## src/rtl/g711_cg_pkg.sv

```systemverilog
// ----------------------------------------------------------------------------
// G.711 companded gain - shared package
// Register indexes, law codes and the expand/compress helpers.
// ----------------------------------------------------------------------------
package g711_cg_pkg;

  localparam int CodeW = 8;
  localparam int GainW = 16;
  localparam int MagW  = 15;
  localparam int ProdW = MagW + GainW;
  localparam int FracW = 12;
  localparam int CfgIdxW = 2;

  localparam logic [GainW-1:0] GAIN_UNITY = 16'd4096;
  localparam logic [MagW-1:0]  LIN_MAX    = 15'd32767;

  typedef enum logic [CfgIdxW-1:0] {
    CFG_LAW_SELECT = 2'd0,
    CFG_GAIN_Q12   = 2'd1,
    CFG_BYPASS     = 2'd2
  } cfg_idx_t;

  typedef enum logic {
    LAW_MULAW = 1'b0,
    LAW_ALAW  = 1'b1
  } law_t;

  // code for linear zero in each law
  localparam logic [CodeW-1:0] MULAW_ZERO = 8'hFF;
  localparam logic [CodeW-1:0] ALAW_ZERO  = 8'hD5;

  typedef struct packed {
    logic            neg;
    logic [MagW-1:0] mag;
  } lin_t;

  // Expansion table, one entry per {law, code}
  function automatic lin_t g711_expand(input law_t law, input logic [CodeW-1:0] code);
    lin_t            r;
    logic [7:0]      u;
    logic [7:0]      a;
    logic [MagW-1:0] t;
    u = ~code;
    a = code ^ 8'h55;
    if (law == LAW_MULAW) begin
      t = MagW'({u[3:0], 3'b000}) + MagW'(8'h84);
      t = t << u[6:4];
      r.mag = t - MagW'(8'h84);
      r.neg = u[7];
    end else begin
      t = MagW'({a[3:0], 4'b0000});
      if (a[6:4] == 3'd0) begin
        t = t + MagW'(4'd8);
      end else begin
        t = (t + MagW'(9'h108)) << (a[6:4] - 3'd1);
      end
      r.mag = t;
      r.neg = ~a[7];
    end
    return r;
  endfunction

  // first segment s with p <= ((first_end+1) << s) - 1; 8 if none
  function automatic logic [3:0] find_seg(input logic [13:0] p, input logic [13:0] first_end);
    logic [3:0]  seg;
    logic [14:0] seg_end;
    seg = 4'd8;
    for (int s = 7; s >= 0; s--) begin
      seg_end = ((15'(first_end) + 15'd1) << s) - 15'd1;
      if (15'(p) <= seg_end) begin
        seg = 4'(s);
      end
    end
    return seg;
  endfunction

  function automatic logic [CodeW-1:0] mulaw_compress(input logic neg,
                                                      input logic [MagW-1:0] mag);
    logic [13:0]      p;
    logic [CodeW-1:0] mask;
    logic [3:0]       seg;
    logic [13:0]      sh;
    if (neg) begin
      p    = 14'((16'(mag) + 16'd3) >> 2);
      mask = 8'h7F;
    end else begin
      p    = 14'(mag >> 2);
      mask = 8'hFF;
    end
    if (p > 14'd8159) begin
      p = 14'd8159;
    end
    p   = p + 14'd33;
    seg = find_seg(p, 14'h3F);
    sh  = p >> (seg + 4'd1);
    if (seg[3]) begin
      return 8'h7F ^ mask;
    end
    return {1'b0, seg[2:0], sh[3:0]} ^ mask;
  endfunction

  function automatic logic [CodeW-1:0] alaw_compress(input logic neg,
                                                     input logic [MagW-1:0] mag);
    logic [13:0]      p;
    logic [CodeW-1:0] mask;
    logic [3:0]       seg;
    logic [13:0]      sh;
    if (neg) begin
      p    = 14'(((16'(mag) + 16'd7) >> 3) - 16'd1);
      mask = 8'h55;
    end else begin
      p    = 14'(mag >> 3);
      mask = 8'hD5;
    end
    seg = find_seg(p, 14'h1F);
    if (seg < 4'd2) begin
      sh = p >> 1;
    end else begin
      sh = p >> seg;
    end
    if (seg[3]) begin
      return 8'h7F ^ mask;
    end
    return {1'b0, seg[2:0], sh[3:0]} ^ mask;
  endfunction

endpackage

```

## src/rtl/g711_companded_gain_core.sv

```systemverilog
// ----------------------------------------------------------------------------
// G.711 companded gain core
// Expand, scale by a Q4.12 gain with saturation, and re-compress G.711 bytes.
// ----------------------------------------------------------------------------
// Usage:
//   Input channel in_valid/in_ready carries one companded byte (code_in) per
//   item; output channel out_valid/out_ready carries the adjusted byte
//   (code_out). Config channel cfg_valid/cfg_ready with cfg_index/cfg_data
//   writes law_select (0), gain_q12 (1) and bypass (2); other indexes are
//   ignored. cfg_ready is always high. Write config only while idle.
//   Throughput is one item per cycle while the receiver does not stall: a
//   three-stage pipeline (expansion ROM read, 15x16 multiply,
//   shift/clamp/compress into the output register), the first stage
//   loading at the accepting edge.
//   The pipeline advances whenever the output register is empty or being
//   taken, so a stalled receiver holds every stage and deasserts in_ready;
//   items already inside are kept, none dropped.
//   Synchronous reset empties the pipeline and restores law_select = mu-law,
//   gain_q12 = 4096 (unity) and bypass = 1.
//   In bypass the byte passes through the same pipeline unchanged.
// ----------------------------------------------------------------------------
module g711_companded_gain_core
  import g711_cg_pkg::*;
(
  input  logic               clk,
  input  logic               rst,
  // config write channel
  input  logic               cfg_valid,
  output logic               cfg_ready,
  input  logic [CfgIdxW-1:0] cfg_index,
  input  logic [GainW-1:0]   cfg_data,
  // input items
  input  logic               in_valid,
  output logic               in_ready,
  input  logic [CodeW-1:0]   code_in,
  // output items
  output logic               out_valid,
  input  logic               out_ready,
  output logic [CodeW-1:0]   code_out
);

  // config registers
  law_t             law_select;
  logic [GainW-1:0] gain_q12;
  logic             bypass;

  // pipeline control
  logic en;
  logic v1, v2;

  // stage 1: ROM read of the expansion table
  lin_t             lin1;
  logic [CodeW-1:0] code1;

  // stage 2: product
  logic [ProdW-1:0] prod2;
  logic             neg2;
  logic [CodeW-1:0] code2;

  // stage 3 combinational
  logic [ProdW-FracW-1:0] scaled;
  logic [MagW-1:0]        mag_sat;
  logic                   neg_sat;
  logic [CodeW-1:0]       code_next;

  assign cfg_ready = 1'b1;

  always_ff @(posedge clk) begin
    if (rst) begin
      law_select <= LAW_MULAW;
      gain_q12   <= GAIN_UNITY;
      bypass     <= 1'b1;
    end else if (cfg_valid) begin
      case (cfg_index)
        CFG_LAW_SELECT: law_select <= law_t'(cfg_data[0]);
        CFG_GAIN_Q12:   gain_q12   <= cfg_data;
        CFG_BYPASS:     bypass     <= cfg_data[0];
        default: ;      // unknown index: ignored
      endcase
    end
  end

  // whole pipe moves when the output register is free or being drained
  assign en       = ~out_valid | out_ready;
  assign in_ready = en;

  always_ff @(posedge clk) begin
    if (rst) begin
      v1        <= 1'b0;
      v2        <= 1'b0;
      out_valid <= 1'b0;
    end else if (en) begin
      v1        <= in_valid;
      v2        <= v1;
      out_valid <= v2;
    end
  end

  // expansion ROM, registered read
  always_ff @(posedge clk) begin
    if (en) begin
      lin1  <= g711_expand(law_select, code_in);
      code1 <= code_in;
    end
  end

  // magnitude times gain, 15x16 bits
  always_ff @(posedge clk) begin
    if (en) begin
      prod2 <= ProdW'(lin1.mag) * ProdW'(gain_q12);
      neg2  <= lin1.neg;
      code2 <= code1;
    end
  end

  // truncate toward zero, clamp, drop sign of a zero result, compress (or pass the byte through in bypass)
  always_comb begin
    scaled = prod2[ProdW-1:FracW];
    if (scaled > (ProdW-FracW)'(LIN_MAX)) begin
      mag_sat = LIN_MAX;
    end else begin
      mag_sat = scaled[MagW-1:0];
    end
    neg_sat = neg2 & (mag_sat != '0);
    if (bypass) begin
      code_next = code2;
    end else if (law_select == LAW_ALAW) begin
      code_next = alaw_compress(neg_sat, mag_sat);
    end else begin
      code_next = mulaw_compress(neg_sat, mag_sat);
    end
  end

  always_ff @(posedge clk) begin
    if (en) begin
      code_out <= code_next;
    end
  end

`ifndef SYNTHESIS
  // an accepted item enters the first stage
  a_accept_fills: assert property (@(posedge clk) disable iff (rst)
    in_valid && in_ready |=> v1)
    else $error("accepted item did not enter stage 1");

  // a stalled product stage keeps its item
  a_stall_holds: assert property (@(posedge clk) disable iff (rst)
    v2 && !en |=> v2 && $stable(prod2) && $stable(code2))
    else $error("stage 2 lost its item during a stall");

  // zero gain yields the code for linear zero
  a_zero_gain_mu: assert property (@(posedge clk) disable iff (rst)
    v2 && en && !bypass && gain_q12 == '0 && law_select == LAW_MULAW
      |=> code_out == MULAW_ZERO)
    else $error("mu-law zero gain gave a non-zero code");

  a_zero_gain_a: assert property (@(posedge clk) disable iff (rst)
    v2 && en && !bypass && gain_q12 == '0 && law_select == LAW_ALAW
      |=> code_out == ALAW_ZERO)
    else $error("A-law zero gain gave a non-zero code");
`endif

endmodule
```

## config.mk

```make
export PLATFORM = sky130hd
export DESIGN_NAME = g711_companded_gain_core
export DESIGN_NICKNAME = d
export VERILOG_FILES = /design/src/rtl/g711_cg_pkg.sv /design/src/rtl/g711_companded_gain_core.sv
export SDC_FILE = /design/constraint.sdc
export NUM_CORES = 1
export LEC_CHECK = 0
export BUFFER_PORTS_ARGS = -buffer_cell sky130_fd_sc_hd__buf_4
export CORE_UTILIZATION = 50
export CTS_BUF_LIST = sky130_fd_sc_hd__clkbuf_16
export CTS_CLUSTER_DIAMETER = 120
export DETAILED_ROUTE_END_ITERATION = 12
export GPL_ROUTABILITY_DRIVEN = 0
export GPL_TIMING_DRIVEN = 0
export PLACE_DENSITY = 0.69
export SLEW_MARGIN = 20
export SYNTH_ARGS = -nofsm -noshare
export SYNTH_HDL_FRONTEND = slang
export SYNTH_SLANG_ARGS = --single-unit
```

## constraint.sdc

```tcl
create_clock -name clk -period 6.2 [get_ports clk]
set_input_delay 0.31 -clock clk [delete_from_list [all_inputs] [get_ports clk]]
set_output_delay 0.31 -clock clk [all_outputs]
set_load 0.05 [all_outputs]
```

Word level (Yosys, flattened, before mapping)
Cells that the tools add are included. W data, S select, Z words.

Word-level logic and storage cells: 118. Input bits: 31. Bits in registers: 93. Output and inout bits: 11.

Shift-type cells: 4. Muxes and demuxes: 53. Add/sub/neg operators: 10. $lt $le $gt $ge: 19. Reductions and logical operators: 6. Equal/unequal tests: 2. Bitwise logic cells: 10. $mul: 1.

Operators by type and width (count): $mux W14 (9); $mux W8 (12); $mux W4 (23); $mul A15 B16 Y31 (1); $mux W15 (2); $le A14 B10 Y1 const B (2); $le A14 B11 Y1 const B (2); $le A14 B12 Y1 const B (2); $le A14 B6 Y1 const B (2); $le A14 B7 Y1 const B (2); $le A14 B8 Y1 const B (2); $le A14 B9 Y1 const B (2); $shr A14 B4 Y4 (2); $gt A19 B15 Y1 const B (1); $add A15 B2 Y16 const B (1); $add A15 B3 Y16 const B (1); $mux W16 (1); $xor A7 B8 Y8 (2); $reduce_bool A15 Y1 (1); $shl A10 B3 Y15 (1); $shl A9 B3 Y15 (1); $sub A15 B8 Y15 const B (1); $add A14 B6 Y14 const B (1); $gt A14 B13 Y1 const B (1); 21 further kinds (30).

Longest topological paths before layout
Gate-level depths: netlist of run 1.

Depth after elaboration: 29. Mapped depth: 27. Depth with buffers taken out: 25.

Worst setup path after synthesis of run 1
No wires, ideal clock.

Path kind: register to register. Start: register lin1[12] (netlist bit). End: register prod2[30] (data pin). Cell stages (with the launch flop): 25. Buffers on the path: 1. Library setup time: 260 ps. Period minus slack after synthesis: 6169 ps. Setup slack: 31 ps. Data required time: 5940 ps. Data arrival time: 5909 ps. Path through: edfxtp_1 > clkbuf_1 > nand2_1 > fa_1 > fa_1 > inv_1 > fa_1 > inv_1 > fa_1 > inv_1 > fa_1 > ha_1 > ha_1 > a21o_1 > a21oi_1 > nand2_1 > a21oi_1 > o21ai_0 > o211ai_1 > nand3_1 > and3_1 > o31a_1 > o21a_1 > nor2_1 > xnor2_1.

Word-level cells in the longest chain between the ends: 1.

Ends and longest elaborated chain: start: declaration (RTL line g711_companded_gain_core.sv:52) `lin_t lin1;`; start signal: assignment (RTL line g711_companded_gain_core.sv:102) `lin1 <= g711_expand(law_select, code_in);`; $mul A15 B16 Y31 (RTL line g711_companded_gain_core.sv:110) `prod2 <= ProdW'(lin1.mag) * ProdW'(gain_q12);`; end signal: assignment (RTL line g711_companded_gain_core.sv:110); end: declaration (RTL line g711_companded_gain_core.sv:56) `logic [ProdW-1:0] prod2;`.

Every way passes these cells. A chain may end at the register's enable or synchronous reset.

Final worst setup path of run 1
Start: register lin1[14] (netlist bit). End: register prod2[30] (data pin).

Same word-level chain as after synthesis.

==> summary.txt, run 1 <==
Status
  • Outcome: finished with violations
  • Failing checks: setup timing

Setup path
  • Worst path buffer plus inverter count: 5
  • Worst path slowest cell: fa_1
  • Largest stage delay, worst path: about 550 ps
  • Setup CP Type: reg2reg
  • Worst path arrival time: 6370 ps
  • Reg2Reg Depth: 25
  • Req. time, crit path: ~6300 ps
  • Cell family with most CP delay: adder cells
  • R2R Setup Slk: -50 ps
  • Crit path max fanout: 3
  • Reg2reg end: prod2[30]
  • CP Launch Type: register
  • Crit. End Element: register
  • Crit Reg-Reg Startpoint: lin1[14]
  • Most used cell, CP: fa_1

Synthesis
  • Yosys reg bits: 79
  • Seq/Total Area, Yosys: ~16%
  • Ys async rst share: 0%
  • Average size of a mapped cell: between 8 and 9 µm²
  • Total nets after synthesis: ~1.8k
  • Number of synthesized flops with an enable pin: 58
  • Synth Warn #: 0
  • Cell Area, Synth: ~13000 µm²
  • Cell variety after synth: between 100 and 150
  • Synth Instances: between 1.5k and 2k
  • Primary FF master, synth: edfxtp_1

Timing
  • Setup Skew: roughly 14 ps
  • Slew Limit Fails: 0
  • Final Cycle Share: 101%
  • Final WS setup: -54.2 ps
  • Final setup vio count: 1
  • RSZ-0062 raised after global routing: yes
  • Hold WS: between 100 and 150 ps
  • Total negative slack: -54.2 ps
  • Worst-margin pin slew: between 1000 and 1500 ps
  • Min cycle time layout: roughly 6300 ps
  • Final hold viol count: 0
  • Max Clock Freq: between 150 and 200 MHz
  • Worst slew margin: around 30%

Route
  • Met2 wire len: ~17 mm
  • Drc violations: 0
  • Final wirelength: 36.9 mm
  • Total iterations of the first detailed-routing run: 5
  • Vias per inst: 6.01
  • Routed Antenna Nets: 0
  • Via count: 11.8k
  • Top sig layer: met4
  • Routed len/inst: about 19 µm
  • DR WL met3: around 3 mm
  • DRT iter0 DRCs: ~980
  • DRT met1 WL: 15.1 mm

Floorplanning
  • I/O pin count: 42
  • CORE AREA: between 20000 and 30000 µm²
  • Die Wd: 164 µm
  • Row count: just under 60
  • Starting Density: just over 50%
  • Die Y: 164 µm
  • Die area: roughly 27000 µm²

Clock tree
  • Root Driver: clkbuf_16
  • Hold buffer count at CTS: 0
  • Skew-Pair Late Insertion Delay: 350 ps
  • CTS Sinks: slightly below 80
  • Number of CTS-inserted buffers: 9
  • Clk pin slew, worst setup/hold paths: about 70 ps
  • H-tree Lvls: 3
  • CTS tree: yes
  • Clock buffer depth: 2

Global route
  • GRT overflow: 0
  • Vias in the first global route: 11.5k
  • Largest net degree at the start of global routing: 56
  • Total GRT Usage: between 20% and 30%
  • First-pass GRT wire length: between 50 and 60 mm
  • Initial antenna violation count: 0

Cells and area
  • Synth-to-Final Area Change: 14.9%
  • ANT cells: 0
  • Layout cells sized above 1: about 17%
  • Nets: ~1.9k
  • Fillers: roughly 2.2k
  • Commonest non-fill, non-tap cell in the layout: nand2_1
  • Most frequent cells in the layout: nand2_1, inv_1, fa_1

Power
  • Total power: roughly 0.0047 W
  • Pint: 0.00226 W
  • Clk pwr share: 11.0%
  • Seq pwr share: about 16%
  • Worst VDD drop: around 260 µV
  • Cell Pwr Density: between 300 and 400 nW/µm²
  • Comb pwr share: between 70% and 80%
  • Pleak: 6.87 nW
  • Switching power: ~0.0024 W
  • Sw Share: 51.6%

Hold path
  • Hold path endpoint: code1[7]
  • Hold WC Path Type: in2reg
  • Hold Path Origin: code_in[7]
  • Hold depth: 1

Place
  • PortBufs: 40
  • DP Wirelength: 27.8 mm

Flow run
  • Max-cap violation count: 0
==> stage by stage <==
stage | instances | worst slack (ps) | instance area (µm²) | utilization [%]
global placement | 1898 | -902 | 13900 | 54.4
finish | 1968 | -54.2 | 15100 | 59.3
floorplan | 1528 | 30.8 | 13200 | -
CTS | 1943 | 4.11 | 14700 | 57.5
global route | 1968 | -305 | 15100 | 59.3
detailed placement | 1899 | -926 | 13900 | 54.6
==> registers in the layout, summed over array words and instances (netlist names) <==
signal / flops
v1: 1
bypass: 1
neg2: 1
code2: 8
out_valid: 1
law_select: 1
v2: 1
code_out: 8
lin1: 14
code1: 8
prod2: 19
gain_q12: 16
==> how the worst max path moves through the flow <==
stage              from        end  cells past startpoint
3_5_place_dp   lin1[12]  prod2[30]                     24
2_1_floorplan  lin1[12]  prod2[30]                     24
4_1_cts         lin1[4]  prod2[30]                     26
5_1_grt         lin1[4]  prod2[30]                     26
6_report       lin1[14]  prod2[30]                     25
3_3_place_gp   lin1[12]  prod2[30]                     24
==> synth_stat cells (16+ instances only) <==
cell type | count | area (µm²)
dfxtp_1 | 21 | 420
o21ai_0 | 54 | 270
nor2_1 | 91 | 342
nand3_1 | 24 | 120
o211ai_1 | 16 | 120
inv_1 | 178 | 668
a21oi_1 | 77 | 385
nor3_1 | 33 | 165
ha_1 | 99 | 1240
clkbuf_1 | 68 | 255
xnor2_1 | 19 | 166
and2_1 | 81 | 507
fa_1 | 153 | 3060
nand2_1 | 231 | 867
edfxtp_1 | 58 | 1740
==> per-layer routing <==
layer  up-vias  global-route usage (%)
met5         -                       0
met4         0                    10.1
met3        95                    5.03
met2       580                    45.5
met1      5706                    37.0
li1       5447                       -
==> power by group through the flow <==
stage / clock network, W / registers (W) / logic, W
after floorplan: 0 / 0.000778 / 0.00225
after global placement: 0 / 0.000782 / 0.00294
after detailed placement: 0 / 0.000783 / 0.00297
after CTS: 0.000523 / 0.000760 / 0.00313
after global routing: 0.000543 / 0.000770 / 0.00368
final: 0.000512 / 0.000764 / 0.00339
==> cell type report <==
type                            count  area (µm²)  area share (%)
Timing Repair Buffer               98         783            5.18
Multi-Input combinational cell   1177       10200            67.7
Clock buffer                        9         225            1.49
Inverter                          179         672            4.45
Sequential cell                    79        2160            14.3
Tap cell                          330         413            2.73
Clock inverter                      7        55.1           0.364
Buffer                             89         564            3.73
==> repair_timing <==
item | CTS | global route
endpoints found under the setup margin | 16 | 8
setup buffers | 29 | 28
pin swaps | 9 | 46
resized for setup | 78 | 69
==> cell families (layout without fill, tap and decap cells) <==
kind of cell	after synthesis	count (layout)	synth area share [%]
simple gates	554	554	20.9
flops	79	79	16.4
buf+inv	272	382	8.26
fa+ha+maj	252	252	32.7
compound gates	315	315	17.3
mux	26	26	2.45
other cells	1	1	0.0285
xor+xnor	29	29	1.99
(Power assumes the default switching activity.)
==> run 2, diff against run 1 <==
--- a/config.mk
+++ b/config.mk
@@ -12,7 +12,7 @@
 export DETAILED_ROUTE_END_ITERATION = 12
 export GPL_ROUTABILITY_DRIVEN = 0
 export GPL_TIMING_DRIVEN = 0
-export PLACE_DENSITY = 0.69
+export PLACE_DENSITY = 0.66
 export SLEW_MARGIN = 20
 export SYNTH_ARGS = -nofsm -noshare
 export SYNTH_HDL_FRONTEND = slang
==> constraint.sdc (replaced) <==
create_clock -name clk -period 6.35 [get_ports clk]
set_input_delay 0.3175 -clock clk [delete_from_list [all_inputs] [get_ports clk]]
set_output_delay 0.3175 -clock clk [all_outputs]
set_load 0.05 [all_outputs]
==> run 2 against run 1 <==
Against the previous run:
- the flow now finishes without violations
- global-route usage is 0.36 points lower
- fmax up 0.33%
- worst hold slack better by 9.5 ps
- via count shrank 2.5%
- critical endpoint unchanged
- largest cell class unchanged
==> summary.txt, run 2 (synthesized netlist as in run 1, its figures left out) <==
Floorplanning
  • Die Wd: 164 µm (unchanged)
  • Die area: 27000 µm² (unchanged)
  • Die Y: 164 µm (unchanged)
  • I/O pin count: 42 (unchanged)
  • Row count: 58 (unchanged)
  • Starting Density: 51.6% (unchanged)
  • CORE AREA: 25500 µm² (unchanged)

Timing
  • Worst-margin pin slew: 967 ps (-63.1 ps)
  • Hold WS: 155 ps (+9.46 ps)
  • Final WS setup: 116 ps (+170 ps)
  • Min cycle time layout: 6230 ps (-20.3 ps)
  • RSZ-0062 raised after global routing: yes
  • Setup Skew: 14.4 ps (+0.632 ps)
  • Worst slew margin: 34.5% (+4.3 points)
  • Final hold viol count: 0 (unchanged)
  • Max Clock Freq: 160 MHz (+0.33%)
  • Final setup vio count: 0 (-1)
  • Final Cycle Share: 98.2% (-2.7 points)
  • Slew Limit Fails: 0 (unchanged)
  • Total negative slack: 0 ps (+54.2 ps)

Status
  • Outcome: completed

Cells and area
  • Largest regs: prod2 (19), gain_q12 (16), lin1 (14)
  • Nets: 1901 (-0.78%)
  • Most frequent cells in the layout: nand2_1, inv_1, fa_1
  • Fin cells: 1953 (-0.76%)
  • Synth-to-Final Area Change: 13.5%
  • Largest register FFs: 19 (unchanged)
  • Most flop-heavy register: prod2
  • Commonest non-fill, non-tap cell in the layout: nand2_1
  • Fillers: 2274 (+4.6%)
  • ANT cells: 0 (unchanged)
  • Layout cells sized above 1: 15.3% (-2.0 points)
  • Area of the multi-input gates: 10100 µm² (-1.0%)
  • FF/Latch Area: 2160 µm² (+0.12%)

Setup path
  • Crit path max fanout: 4 (+1)
  • Req. time, crit path: 6460 ps (+150 ps)
  • Worst path arrival time: 6340 ps (-30 ps)
  • CP Launch Type: register
  • Crit Reg-Reg Startpoint: lin1[13]
  • Crit. End Element: register
  • Setup CP Type: reg2reg
  • Worst Setup SP: lin1[13]

Clock tree
  • Skew-Pair Late Insertion Delay: 360 ps (about the same)
  • Number of CTS-inserted buffers: 9 (unchanged)
  • Root Driver: clkbuf_16
  • H-tree Lvls: 3 (unchanged)
  • Clk pin slew, worst setup/hold paths: 70 ps (about the same)
  • CTS tree: yes
  • CTS Sinks: 79 (unchanged)
  • Clock buffer depth: 2 (unchanged)

Route
  • Routed len/inst: 18.5 µm (-1.3%)
  • Routed Antenna Nets: 0 (unchanged)
  • Drc violations: 0 (unchanged)
  • Vias per inst: 5.90 (-1.8%)
  • Final wirelength: 36.1 mm (-2.1%)
  • Total iterations of the first detailed-routing run: 5 (unchanged)
  • Via count: 11.5k (-2.5%)
  • DRT iter0 DRCs: 948 (-3.7%)

Global route
  • Total GRT Usage: 27.5% (-0.36 points)
  • Initial antenna violation count: 0 (unchanged)
  • First-pass GRT wire length: 57.7 mm (-1.6%)
  • Vias in the first global route: 11.2k (-2.1%)
  • GRT overflow: 0 (unchanged)
  • Largest net degree at the start of global routing: 59 (+5.4%)

Place
  • Setup slack after placement: -808 ps (+118 ps)
  • DP Wirelength: 28.1 mm (+1.2%)
  • Placed cells: 1899 (unchanged)
  • PortBufs: 40 (unchanged)

Hold path
  • Hold WC Path Type: in2reg
  • Hold Path Origin: code_in[0]

Power
  • Worst VDD drop: 200 µV (-22%)
  • Pleak: 6.83 nW (-0.69%)
  • Cell Pwr Density: 306 nW/µm² (-0.90%)

Flow run
  • Max-cap violation count: 0 (unchanged)
==> run 2: area by class of cell <==
class / count / area share [%]
multi-input combinational: 1177 / 67.9
sequential: 79 / 14.5
inverter: 179 / 4.50
timing repair buffer: 82 / 4.39
buffer: 90 / 3.72
tap: 330 / 2.77
clock buffer: 9 / 1.51
clock inverter: 7 / 0.729
==> run 2: worst paths after layout <==
| path | to | slack, ps | cells after the start |
|---|---|---|---|
| worst max-delay path | prod2[30] | 120 | 21 |
| worst min-delay path | code1[0] | 160 | 1 |
| worst max register to register | prod2[30] | 120 | 21 |
| worst min register to register | code2[1] | 410 | 0 |
==> run 2: repair_timing <==
item | 4_1_cts | 5_1_grt
pin swaps | 2 | 34
resized for setup | 62 | 65
hold buffers | 0 | 0
buffers inserted | 19 | 22
endpoints found under the setup margin | 13 | 7
==> run 2: stage by stage <==
stage | total power [W] | cell area (µm²) | util [%]
global route | 0.00488 | 14900 | 58.6
finish | 0.00457 | 14900 | 58.6
floorplan | 0.00296 | 13200 | -
CTS | 0.00437 | 14500 | 57.1
global placement | 0.00365 | 13900 | 54.4
detailed placement | 0.00369 | 13900 | 54.6
==> run 2: power breakdown <==
| part | switching, W | leakage [nW] | internal (W) |
|---|---|---|---|
| clock network | 0.000236 | 0.164 | 0.000353 |
| logic | 0.00201 | 5.87 | 0.00123 |
| registers | 0.0000768 | 0.793 | 0.000666 |
| total | 0.00232 | 6.83 | 0.00225 |
==> run 2: layer usage <==
| layer | global-route usage (%) | up-vias | share of wire [%] | routed length [µm] |
|---|---|---|---|---|
| li1 | - | 5403 | - | - |
| met1 | 37.7 | 5560 | 43 | 15700 |
| met2 | 44.1 | 485 | 46 | 16600 |
| met3 | 4.52 | 81 | 7.4 | 2670 |
| met4 | 9.22 | 0 | 3.2 | 1150 |
| met5 | 0 | - | 0 | 0 |
==> run 2: critical path, stage by stage, from the launching register on <==
cell      delay (ps)
edfxtp_1         520
buf_6            180
buf_4            120
buf_4            140
and2_1           160
fa_1             510
inv_1             60
fa_1             470
fa_1             570
fa_1             450
fa_1             560
inv_1             60
ha_1             300
ha_1             220
or3_1            370
o211ai_1         230
nand3_1          140
and3_4           180
o31a_1           300
o21a_1           200
nor2_1           130
xnor2_1           90
